### src/rtl/plb_pkg.sv
// shared types and constants for the positional list buffer
package plb_pkg;

    localparam int IDX_W  = 6;
    localparam int DATA_W = 8;

    typedef enum logic [1:0] {
        OP_INSERT = 2'd0,
        OP_DELETE = 2'd1,
        OP_GET    = 2'd2,
        OP_PRINT  = 2'd3
    } t_op;

    typedef enum logic [1:0] {
        ST_OK      = 2'd0,
        ST_INVALID = 2'd1,
        ST_FULL    = 2'd2
    } t_status;

    typedef enum logic [1:0] {
        CM_HOLD   = 2'd0,
        CM_INSERT = 2'd1,
        CM_DELETE = 2'd2,
        CM_ROTATE = 2'd3
    } t_cell_mode;

    typedef enum logic [1:0] {
        S_IDLE = 2'd0,
        S_EXEC = 2'd1,
        S_SCAN = 2'd2
    } t_state;

    // idx is the target slot for insert/delete, the last occupied slot for rotate
    typedef struct packed {
        t_cell_mode             mode;
        logic [IDX_W-1:0]       idx;
        logic [DATA_W-1:0]      element;
    } t_cell_cmd;

endpackage

### src/rtl/positional_list_buffer_core.sv
// positional list buffer top level: control, output register and cell chain
// insert, delete and rejected items: the exec state registers the result once the output is free,
// then returns to idle, where the next item is accepted
// valid get, non-empty print: occupied cells rotate once, a step per cycle unless output stalls
// print gives one result per cycle while the output is taken; next item accepted after the rotation
// reset clears list length, state and output valid; entry contents are undefined until written
module positional_list_buffer_core
    import plb_pkg::*;
#(
    parameter int CAPACITY = 32
) (
    input  logic              i_clk,
    input  logic              i_rst_n,
    input  logic              i_valid,
    output logic              o_ready,
    input  logic [1:0]        i_operation,
    input  logic [IDX_W-1:0]  i_position,
    input  logic [DATA_W-1:0] i_element,
    output logic              o_valid,
    input  logic              i_ready,
    output logic [DATA_W-1:0] o_element_out,
    output logic              o_element_valid,
    output logic [1:0]        o_status,
    output logic              o_last
);

    localparam int LEN_W = $clog2(CAPACITY + 1);
    localparam int CMP_W = ((LEN_W > IDX_W) ? LEN_W : IDX_W) + 1;

    t_state            r_state, n_state;
    logic [LEN_W-1:0]  r_len, n_len;
    logic [IDX_W-1:0]  r_cnt, n_cnt;
    t_op               r_op;
    logic [IDX_W-1:0]  r_pos;
    logic [DATA_W-1:0] r_elem;

    logic              r_ov, n_ov;
    logic [DATA_W-1:0] r_oelem, n_oelem;
    logic              r_oevalid, n_oevalid;
    t_status           r_ostatus, n_ostatus;
    logic              r_olast, n_olast;

    t_cell_cmd         w_cmd;
    logic              w_accept;
    logic              w_out_free;
    logic [CMP_W-1:0]  w_pos_ext;
    logic [CMP_W-1:0]  w_len_ext;
    logic [IDX_W-1:0]  w_pos_idx;
    logic [IDX_W-1:0]  w_last_idx;
    logic              w_ins_bad;
    logic              w_rd_bad;
    logic              w_emit;
    logic [DATA_W-1:0] w_data [CAPACITY];

    assign o_ready    = (r_state == S_IDLE);
    assign w_accept   = i_valid && o_ready;
    assign w_out_free = !r_ov || i_ready;
    assign w_pos_ext  = CMP_W'(r_pos);
    assign w_len_ext  = CMP_W'(r_len);
    assign w_pos_idx  = r_pos - IDX_W'(1);
    assign w_last_idx = IDX_W'(r_len - LEN_W'(1));
    assign w_ins_bad  = (r_pos == '0) || (w_pos_ext > (w_len_ext + CMP_W'(1)));
    assign w_rd_bad   = (r_pos == '0) || (w_pos_ext > w_len_ext);
    assign w_emit     = (r_op == OP_PRINT) || (r_cnt == w_pos_idx);

    // item capture
    always_ff @(posedge i_clk) begin
        if (w_accept) begin
            r_op   <= t_op'(i_operation);
            r_pos  <= i_position;
            r_elem <= i_element;
        end
    end

    always_ff @(posedge i_clk) begin
        if (!i_rst_n) begin
            r_state <= S_IDLE;
            r_len   <= '0;
            r_cnt   <= '0;
            r_ov    <= 1'b0;
        end else begin
            r_state <= n_state;
            r_len   <= n_len;
            r_cnt   <= n_cnt;
            r_ov    <= n_ov;
        end
    end

    always_ff @(posedge i_clk) begin
        r_oelem   <= n_oelem;
        r_oevalid <= n_oevalid;
        r_ostatus <= n_ostatus;
        r_olast   <= n_olast;
    end

    always_comb begin
        n_state   = r_state;
        n_len     = r_len;
        n_cnt     = r_cnt;
        n_ov      = r_ov && !i_ready;
        n_oelem   = r_oelem;
        n_oevalid = r_oevalid;
        n_ostatus = r_ostatus;
        n_olast   = r_olast;
        w_cmd     = '{mode: CM_HOLD, idx: w_pos_idx, element: r_elem};
        case (r_state)
            S_IDLE: begin
                if (w_accept) begin
                    n_state = S_EXEC;
                end
            end
            S_EXEC: begin
                if (w_out_free) begin
                    n_ov      = 1'b1;
                    n_oelem   = '0;
                    n_oevalid = 1'b0;
                    n_ostatus = ST_OK;
                    n_olast   = 1'b1;
                    n_state   = S_IDLE;
                    n_cnt     = '0;
                    case (r_op)
                        OP_INSERT: begin
                            if (w_ins_bad) begin
                                n_ostatus = ST_INVALID;
                            end else if (r_len == LEN_W'(CAPACITY)) begin
                                n_ostatus = ST_FULL;
                            end else begin
                                w_cmd.mode = CM_INSERT;
                                n_len      = r_len + LEN_W'(1);
                            end
                        end
                        OP_DELETE: begin
                            if (w_rd_bad) begin
                                n_ostatus = ST_INVALID;
                            end else begin
                                w_cmd.mode = CM_DELETE;
                                n_len      = r_len - LEN_W'(1);
                            end
                        end
                        OP_GET: begin
                            if (w_rd_bad) begin
                                n_ostatus = ST_INVALID;
                            end else begin
                                n_ov    = r_ov && !i_ready;
                                n_state = S_SCAN;
                            end
                        end
                        default: begin
                            if (r_len != '0) begin
                                n_ov    = r_ov && !i_ready;
                                n_state = S_SCAN;
                            end
                        end
                    endcase
                end
            end
            S_SCAN: begin
                if (!w_emit || w_out_free) begin
                    w_cmd.mode = CM_ROTATE;
                    w_cmd.idx  = w_last_idx;
                    n_cnt      = r_cnt + IDX_W'(1);
                    if (w_emit) begin
                        n_ov      = 1'b1;
                        n_oelem   = w_data[0];
                        n_oevalid = 1'b1;
                        n_ostatus = ST_OK;
                        n_olast   = (r_op == OP_PRINT) ? (r_cnt == w_last_idx) : 1'b1;
                    end
                    if (r_cnt == w_last_idx) begin
                        n_state = S_IDLE;
                    end
                end
            end
            default: begin
                n_state = S_IDLE;
            end
        endcase
    end

    // cell chain
    for (genvar g = 0; g < CAPACITY; g++) begin : g_cell
        logic [DATA_W-1:0] w_left;
        logic [DATA_W-1:0] w_right;
        if (g == 0) begin : g_first
            assign w_left = '0;
        end else begin : g_mid_l
            assign w_left = w_data[g-1];
        end
        if (g == CAPACITY - 1) begin : g_final
            assign w_right = '0;
        end else begin : g_mid_r
            assign w_right = w_data[g+1];
        end
        plb_cell #(
            .IDX (g)
        ) u_cell (
            .i_clk   (i_clk),
            .i_cmd   (w_cmd),
            .i_left  (w_left),
            .i_right (w_right),
            .i_head  (w_data[0]),
            .o_data  (w_data[g])
        );
    end

    assign o_valid         = r_ov;
    assign o_element_out   = r_oelem;
    assign o_element_valid = r_oevalid;
    assign o_status        = r_ostatus;
    assign o_last          = r_olast;

`ifndef SYNTHESIS
    a_len_bound: assert property (@(posedge i_clk) disable iff (!i_rst_n)
        r_len <= LEN_W'(CAPACITY))
        else $error("list length above capacity");

    a_scan_len_stable: assert property (@(posedge i_clk) disable iff (!i_rst_n)
        (r_state == S_SCAN) |=> $stable(r_len))
        else $error("list length changed during rotation");

    a_scan_cnt_bound: assert property (@(posedge i_clk) disable iff (!i_rst_n)
        (r_state == S_SCAN) |-> (r_cnt <= w_last_idx) && (r_len != '0))
        else $error("rotation count past last entry");
`endif

endmodule

### src/rtl/plb_cell.sv
// one storage cell of the list chain
module plb_cell
    import plb_pkg::*;
#(
    parameter int IDX = 0
) (
    input  logic              i_clk,
    input  t_cell_cmd         i_cmd,
    input  logic [DATA_W-1:0] i_left,
    input  logic [DATA_W-1:0] i_right,
    input  logic [DATA_W-1:0] i_head,
    output logic [DATA_W-1:0] o_data
);

    localparam logic [IDX_W-1:0] L_IDX = IDX_W'(IDX);

    logic [DATA_W-1:0] r_data;
    logic [DATA_W-1:0] n_data;

    always_comb begin
        n_data = r_data;
        case (i_cmd.mode)
            CM_INSERT: begin
                if (L_IDX > i_cmd.idx) begin
                    n_data = i_left;
                end else if (L_IDX == i_cmd.idx) begin
                    n_data = i_cmd.element;
                end
            end
            CM_DELETE: begin
                if (L_IDX >= i_cmd.idx) begin
                    n_data = i_right;
                end
            end
            CM_ROTATE: begin
                if (L_IDX < i_cmd.idx) begin
                    n_data = i_right;
                end else if (L_IDX == i_cmd.idx) begin
                    n_data = i_head;
                end
            end
            default: begin
                n_data = r_data;
            end
        endcase
    end

    always_ff @(posedge i_clk) begin
        r_data <= n_data;
    end

    assign o_data = r_data;

endmodule

### config.mk
export PLATFORM = sky130hd
export DESIGN_NAME = positional_list_buffer_core
export DESIGN_NICKNAME = d
export VERILOG_FILES = /design/src/rtl/plb_pkg.sv /design/src/rtl/positional_list_buffer_core.sv /design/src/rtl/plb_cell.sv
export SDC_FILE = /design/constraint.sdc
export NUM_CORES = 1
export LEC_CHECK = 0
export ABC_AREA = 1
export ABC_CLOCK_PERIOD_IN_PS = 3900
export BUFFER_PORTS_ARGS = -buffer_cell sky130_fd_sc_hd__buf_2
export CAP_MARGIN = 20
export CELL_PAD_IN_SITES_DETAIL_PLACEMENT = 0
export CELL_PAD_IN_SITES_GLOBAL_PLACEMENT = 1
export CORE_MARGIN = 2
export CORE_UTILIZATION = 35
export DETAILED_ROUTE_END_ITERATION = 6
export GPL_TIMING_DRIVEN = 0
export PLACE_DENSITY_LB_ADDON = 0.1
export SETUP_SLACK_MARGIN = 0.5
export SYNTH_ARGS = -nofsm -noshare
export SYNTH_HDL_FRONTEND = slang
export SYNTH_SLANG_ARGS = --single-unit
### constraint.sdc
create_clock -name i_clk -period 3.9 [get_ports i_clk]
set_input_delay 0.78 -clock i_clk [delete_from_list [all_inputs] [get_ports i_clk]]
set_output_delay 0.78 -clock i_clk [all_outputs]
set_load 0.02 [all_outputs]
After elaboration in Yosys (flattened, before gate mapping)
Index checks and enable logic that the tools add are counted.

Register bits: 299. Output and inout bits: 14. Logic and storage cells: 589.

$add $sub $neg: 5. $lt $le $gt $ge: 98. Eq/ne operators: 146. Multiplexer cells: 241. Reduce and logical (&&, ||, !) cells: 56.

Operators by type and width (number): 8-bit 2-to-1 mux (163); 8-bit case mux with 3 select lines (32); 3-bit by 1-bit inequality test with 1-bit output (second input constant) (63); 4-bit AND reduction (34); 5-bit by 6-bit == test with 1-bit output (first input constant) (16); 5-bit by 6-bit greater-or-equal comparator with 1-bit output (first input constant) (16); 5-bit by 6-bit greater-than comparator with 1-bit output (first input constant) (16); 5-bit by 6-bit < comparator with 1-bit output (first input constant) (16); 2-bit by 1-bit inequality test with 1-bit output (second input constant) (34); 4-bit by 6-bit == test with 1-bit output (first input constant) (8); 4-bit by 6-bit greater-or-equal comparator with 1-bit output (first input constant) (8); 4-bit by 6-bit greater-than comparator with 1-bit output (first input constant) (8); 4-bit by 6-bit < comparator with 1-bit output (first input constant) (8); 6-bit 2-to-1 mux (6); 3-bit by 6-bit == test with 1-bit output (first input constant) (4); 3-bit by 6-bit greater-or-equal comparator with 1-bit output (first input constant) (4); 3-bit by 6-bit greater-than comparator with 1-bit output (first input constant) (4); 3-bit by 6-bit < comparator with 1-bit output (first input constant) (4); 2-bit 2-to-1 mux (12); 6-bit case mux with 2 select lines (2); 2-bit case mux with 2 select lines (5); 8-bit case mux with 2 select lines (1); 1-bit 2-to-1 mux (15); 2-bit inequality test (second input constant) (7); 30 further kinds (60).

Depth between registers and ports, before layout
Depth after elaboration: 11. Gate-level depth with buffers: 25. Gate-level depth less buffers: 23.

Modules after synthesis
Synthesis repeated with hierarchy kept, for this count alone.

Cells, all modules: 4197. Area, all modules: 27538.9 um2.

By module, submodules not included: positional_list_buffer_core (times used 1, cells an instance 380, area each 2969.1 um2, seq. area each 1141.1 um2); plb_cell at g_cell[22].u_cell (times used 1, cells an instance 128, area each 875.8 um2, seq. area each 240.2 um2); plb_cell at g_cell[21].u_cell (times used 1, cells an instance 137, area each 858.3 um2, seq. area each 240.2 um2); plb_cell at g_cell[9].u_cell (times used 1, cells an instance 129, area each 842.1 um2, seq. area each 240.2 um2); plb_cell at g_cell[13].u_cell (times used 1, cells an instance 131, area each 830.8 um2, seq. area each 240.2 um2); plb_cell at g_cell[17].u_cell (times used 1, cells an instance 123, area each 823.3 um2, seq. area each 240.2 um2); plb_cell at g_cell[26].u_cell (times used 1, cells an instance 135, area each 823.3 um2, seq. area each 240.2 um2); plb_cell at g_cell[3].u_cell (times used 1, cells an instance 134, area each 823.3 um2, seq. area each 240.2 um2); plb_cell at g_cell[12].u_cell (times used 1, cells an instance 138, area each 812.0 um2, seq. area each 240.2 um2); plb_cell at g_cell[28].u_cell (times used 1, cells an instance 127, area each 810.8 um2, seq. area each 240.2 um2); plb_cell at g_cell[18].u_cell (times used 1, cells an instance 131, area each 809.5 um2, seq. area each 240.2 um2); plb_cell at g_cell[16].u_cell (times used 1, cells an instance 129, area each 804.5 um2, seq. area each 240.2 um2); plb_cell at g_cell[5].u_cell (times used 1, cells an instance 133, area each 804.5 um2, seq. area each 240.2 um2); plb_cell at g_cell[1].u_cell (times used 1, cells an instance 132, area each 794.5 um2, seq. area each 240.2 um2); 19 more rows.

Least setup slack after synthesis
No wires, ideal clock.

Path type: reg-to-reg. Start point: register r_len[0]. End point: register g_cell[0].u_cell.r_data[0], enable pin. Data arrival time: 3215 ps. Path slack: 301 ps. Stages on the path, launching flop included: 17. Buffers on the path: 2. Period minus slack after synthesis: 3599 ps. Path through: dfxtp_1 -> inv_1 -> ha_1 -> inv_1 -> ha_1 -> nand3b_1 -> nand2_1 -> a21oi_1 -> o21ai_0 -> o211ai_1 -> nand3_1 -> nand2_1 -> nand3_1 -> buf_2 -> nand2_1 -> clkbuf_1 -> o21ai_0.

Word-level cells in the longest chain between the ends: 10.

Ends and longest elaborated chain: start, declared (line positional_list_buffer_core.sv:31) `logic [LEN_W-1:0] r_len, n_len;`; start signal, assigned (line positional_list_buffer_core.sv:83) `r_len <= n_len;`; 6-bit by 1-bit adder with 7-bit output (line positional_list_buffer_core.sv:62) `assign w_ins_bad = (r_pos == '0) || (w_pos_ext > (w_len_ext + CMP_W'(1)));`; 6-bit by 7-bit greater-than comparator with 1-bit output (line positional_list_buffer_core.sv:62); 1-bit logical OR (line positional_list_buffer_core.sv:62); 1-bit 2-to-1 mux (line positional_list_buffer_core.sv:123) `if (w_ins_bad) begin`; 2-bit case mux with 2 select lines (line positional_list_buffer_core.sv:121) `case (r_op)`; 2-bit 2-to-1 mux (line positional_list_buffer_core.sv:113) `if (w_out_free) begin`; 2-bit case mux with 2 select lines (line positional_list_buffer_core.sv:106) `case (r_state)`; 2-bit by 1-bit == test with 1-bit output or 2-bit == test (tied branches) (line plb_cell.sv:22) `case (i_cmd.mode)`; 3-bit by 1-bit inequality test with 1-bit output (no source line), or another cell as far along; 4-bit AND reduction (no source line) *; end signal, assigned (line plb_cell.sv:49) `r_data <= n_data;`; end, declared (line plb_cell.sv:17) `logic [DATA_W-1:0] r_data;`.

Every way passes the cells marked *; elsewhere a longest branch is shown, timed or not. A chain may end at the register's enable or synchronous reset.

Worst setup path after layout
Start point: register r_pos[3]. End point: register g_cell[4].u_cell.r_data[5] (data pin).

Word-level cells in the longest chain between the ends: 10.

Ends and longest elaborated chain: start, declared (line positional_list_buffer_core.sv:34) `logic [IDX_W-1:0] r_pos;`; start signal, assigned (line positional_list_buffer_core.sv:70) `r_pos <= i_position;`; 6-bit by 1-bit subtractor with 6-bit output (line positional_list_buffer_core.sv:60) `assign w_pos_idx = r_pos - IDX_W'(1);`; 6-bit == test (line positional_list_buffer_core.sv:64) `assign w_emit = (r_op == OP_PRINT) || (r_cnt == w_pos_idx);`; 1-bit logical OR (line positional_list_buffer_core.sv:64); 1-bit logical NOT (line positional_list_buffer_core.sv:158) `if (!w_emit || w_out_free) begin`; 1-bit logical OR (line positional_list_buffer_core.sv:158); 8-bit 2-to-1 mux (line positional_list_buffer_core.sv:158); 6-bit 2-to-1 mux (line positional_list_buffer_core.sv:106); 3-bit by 6-bit < comparator with 1-bit output or 3-bit by 6-bit greater-than comparator with 1-bit output (tied branches) (line plb_cell.sv:36, plb_cell.sv:24); 8-bit 2-to-1 mux, on equally long branches (line plb_cell.sv:36, plb_cell.sv:24); 8-bit case mux with 3 select lines * (line plb_cell.sv:22); named net g_cell[4].u_cell.n_data[5] (line plb_cell.sv:18) `logic [DATA_W-1:0] n_data;`; end signal, assigned (line plb_cell.sv:49); end, declared (line plb_cell.sv:17).

Mark *: on every way through the listed nets, which the timed path passes. The rest lies on a longest branch.

==> impl_metrics.toml <==
[worst_setup_path]
arrival_ns = 4.00
required_ns = 4.35
cp_max_fo = 6
start_kind = "register"
path_cells = "buf_4, ha_4, nand2_2, nor2_2, o21ai_1, o211ai_1, nand2_1, nand2_2, o31ai_4, buf_4, nand3_4, buf_12, buf_16, nor2_4, buf_4, buf_6, nand2_1, o21ai_2, inv_1, nand2_1"
slowest_stage = "o31ai_4"
slowest_delay_ns = 0.47
end_kind = "register"
path_class = "register to register"
critPathTopFamily = "buffers and inverters"
critPathBufInv = 7

[timing]
setup_viol_count_final = 0
hold_viol = 0
relSlewSlack_pct = 8.10
period_needed_ns = 3.55
tightest_slew_ns = 1.38
whs_ns = 0.370
final_max_slew_viol_count = 0
max_freq_ghz = 0.282
rsz0062_at_grt = "true"
finalCritPeriodShare_pct = 91.0
skew_ns = 0.0295
fin_tns_setup_ns = 0

[power]
ir_worst_vdd_v = 0.000459
power.net_switching_mw = 11.5
pwr_density_cell_nw_per_um2 = 823
cell_internal_pwr_mw = 12.6
leakage_nw = 12.7
swShare_pct = 47.7
power_frac_comb_pct = 63.6
seqPwrFrac_pct = 21.7
clockPowerShare_pct = 14.7

[floorplan]
core-area_um2 = 57800
die_area_um2 = 60500
die_x_um = 246
die_h_um = 246
rows = 88
start_util_pct = 35.4
num_io_pins = 34

[global_route]
grt_pass1_wl_um = 148000
antenna_found_initial = 6
grt.total_usage_pct = 34.2
grt_overflow = 0
grt_max_degree = 17
grt_pass1_vias = 20912

[status]
status = "finished with violations"
violations = "DRC"

[yosys]
netlist.area_leader.share_pct = 41.6
synth.most_common_cell = "nand2_1"
synthCells = 2815
yosysWarnings = 0
ys_ff_latch = 299
synth_top_area_cell = "edfxtp_1"
ys_top_cells_by_count = "nand2_1, nand3_1, inv_1, edfxtp_1, nor2_1"
async_flop_share_pct = 0
yosysSeqAreaShare_pct = 43.1
ys_dominant_reg_cell = "edfxtp_1"
synth_cell_type_count = 45
synth_area_leaders = "edfxtp_1, nand2_1, nand3_1"
postSynthNetCount = 2860
avgSynthCellArea_um2 = 7.28
synth_enable_flop_cells = 284
syn_area_um2 = 20500

[finish]
drive_above_1_share_pct = 27.5
nFillCells = 5458
nNetsFinal = 3232
multiInputGateArea_um2 = 12000
syn2layout_area_growth_pct = 42.5
ff_latch_area_um2 = 8840
stdcell_count = 3984

[placed_design]
dpl.hpwl_um = 76200
placed_cells = 3627
gp_congestion = 0.998
portBuffers = 33

[detailed_routing]
wire_per_inst_um = 27.5
firstDrtPassIters = 7
ant_nets = 0
drtIter0Drc = 3135
wl_um = 110000
num_vias = 22965
vias_per_cell = 5.76
remaining_drc_errors = 1

[clock_network]
htree_levels = 2
clkTransAtPathRegs_ns = 0.06
cts_tree = "done"
cts_hold_buf = 0
insertion_delay_ns = 0.59
cts-root-buf = "clkbuf_16"
clock_path_buffers = 3
cts_buffers = 40
clock-sinks = 299

[min_path]
worstHoldPathType = "primary input to register"

[job]
cap_violations = 0
## per-stage QoR
step,area [µm²],power (mW),utilization (%),setup slack [ns]
finish,29200,24.0,50.5,0.350
global route,29200,25.0,50.5,0.223
CTS,25500,20.8,44.2,0.399
detailed placement,21900,15.3,37.8,-1.39
global placement,21700,15.1,37.5,-1.40
floorplan,20600,11.8,-,0.301
## routing by layer
layer | up-vias | GRT usage [%] | share of wire, %
met5 | - | 0 | 0.033
met4 | 6 | 20.1 | 7.5
met3 | 453 | 7.26 | 12
met2 | 1471 | 52.9 | 43
met1 | 10882 | 43.9 | 38
li1 | 10153 | - | -
## placed cells by master, fill, tap and decap left out, drive strengths merged
cell      instances
nand2           974
nand3           510
buf             413
inv             299
edfxtp          284
nor2            159
o21ai           158
clkbuf          111
a21oi            97
nand3b           25
ha               25
o22ai            23
clkinv           23
nor3             18
nand4            16
a22oi            16
dfxtp            15
o211ai           12
xor2              9
a211oi            7
clkinvlp          6
o21bai            6
diode             3
xnor2             3
o31ai             2
or2               1
o221ai            1
nor4              1
a31oi             1
o21a              1
## power groups by stage
stage	combinational [mW]	clock (mW)	sequential [mW]
final	15.3	3.53	5.21
after global routing	16.1	3.65	5.25
after CTS	12.1	3.55	5.18
after detailed placement	10.1	0	5.24
after global placement	9.90	0	5.24
after floorplan	6.62	0	5.14
## registers in the layout (all words and copies together), names as in the netlist
| name | flops |
|---|---|
| g_cell.u_cell.o_data | 256 |
| o_element_out | 8 |
| r_elem | 8 |
| r_cnt | 6 |
| r_len | 6 |
| r_pos | 6 |
| o_status | 2 |
| r_op | 2 |
| r_state | 2 |
| o_element_valid | 1 |
| o_last | 1 |
| o_valid | 1 |
## cell families after synthesis
family          Yosys count  share of synthesized area (%)
buf+inv                 455                           9.19
xor+xnor                 12                          0.513
flops                   299                           43.1
fa+ha+maj                25                           1.53
simple gates           1700                           36.7
compound gates          324                           8.95
## final timing paths
path                startpoint                    endpoint  slack [ns]  cells after the start
setup reg to reg      r_pos[3]  g_cell[4].u_cell.o_data[5]        0.35                     20
hold reg to reg       r_cnt[5]                    r_cnt[5]        0.51                      2
setup / recovery      r_pos[3]  g_cell[4].u_cell.o_data[5]        0.35                     20
hold / removal    i_element[7]                   r_elem[7]        0.37                      1
## timing repair
action                                  CTS  global route
buffers inserted                         97           168
pin swaps                                63           113
cloned                                    3            14
gates resized for setup                 360           524
endpoints found under the setup margin  512           509
hold endpoints to repair                  0             0
## cell type report
| type | instances | share of cell area [%] |
|---|---|---|
| multi-input cells | 2065 | 41.1 |
| flip-flops and latches | 299 | 30.3 |
| repair buffers | 326 | 12.0 |
| plain buffers | 144 | 4.96 |
| inverters | 311 | 4.32 |
| clock buffers | 54 | 3.75 |
| well taps | 765 | 3.28 |
| clock inverters | 17 | 0.296 |
| diodes | 3 | 0.0257 |
Power figures use the tool's default switching activity.
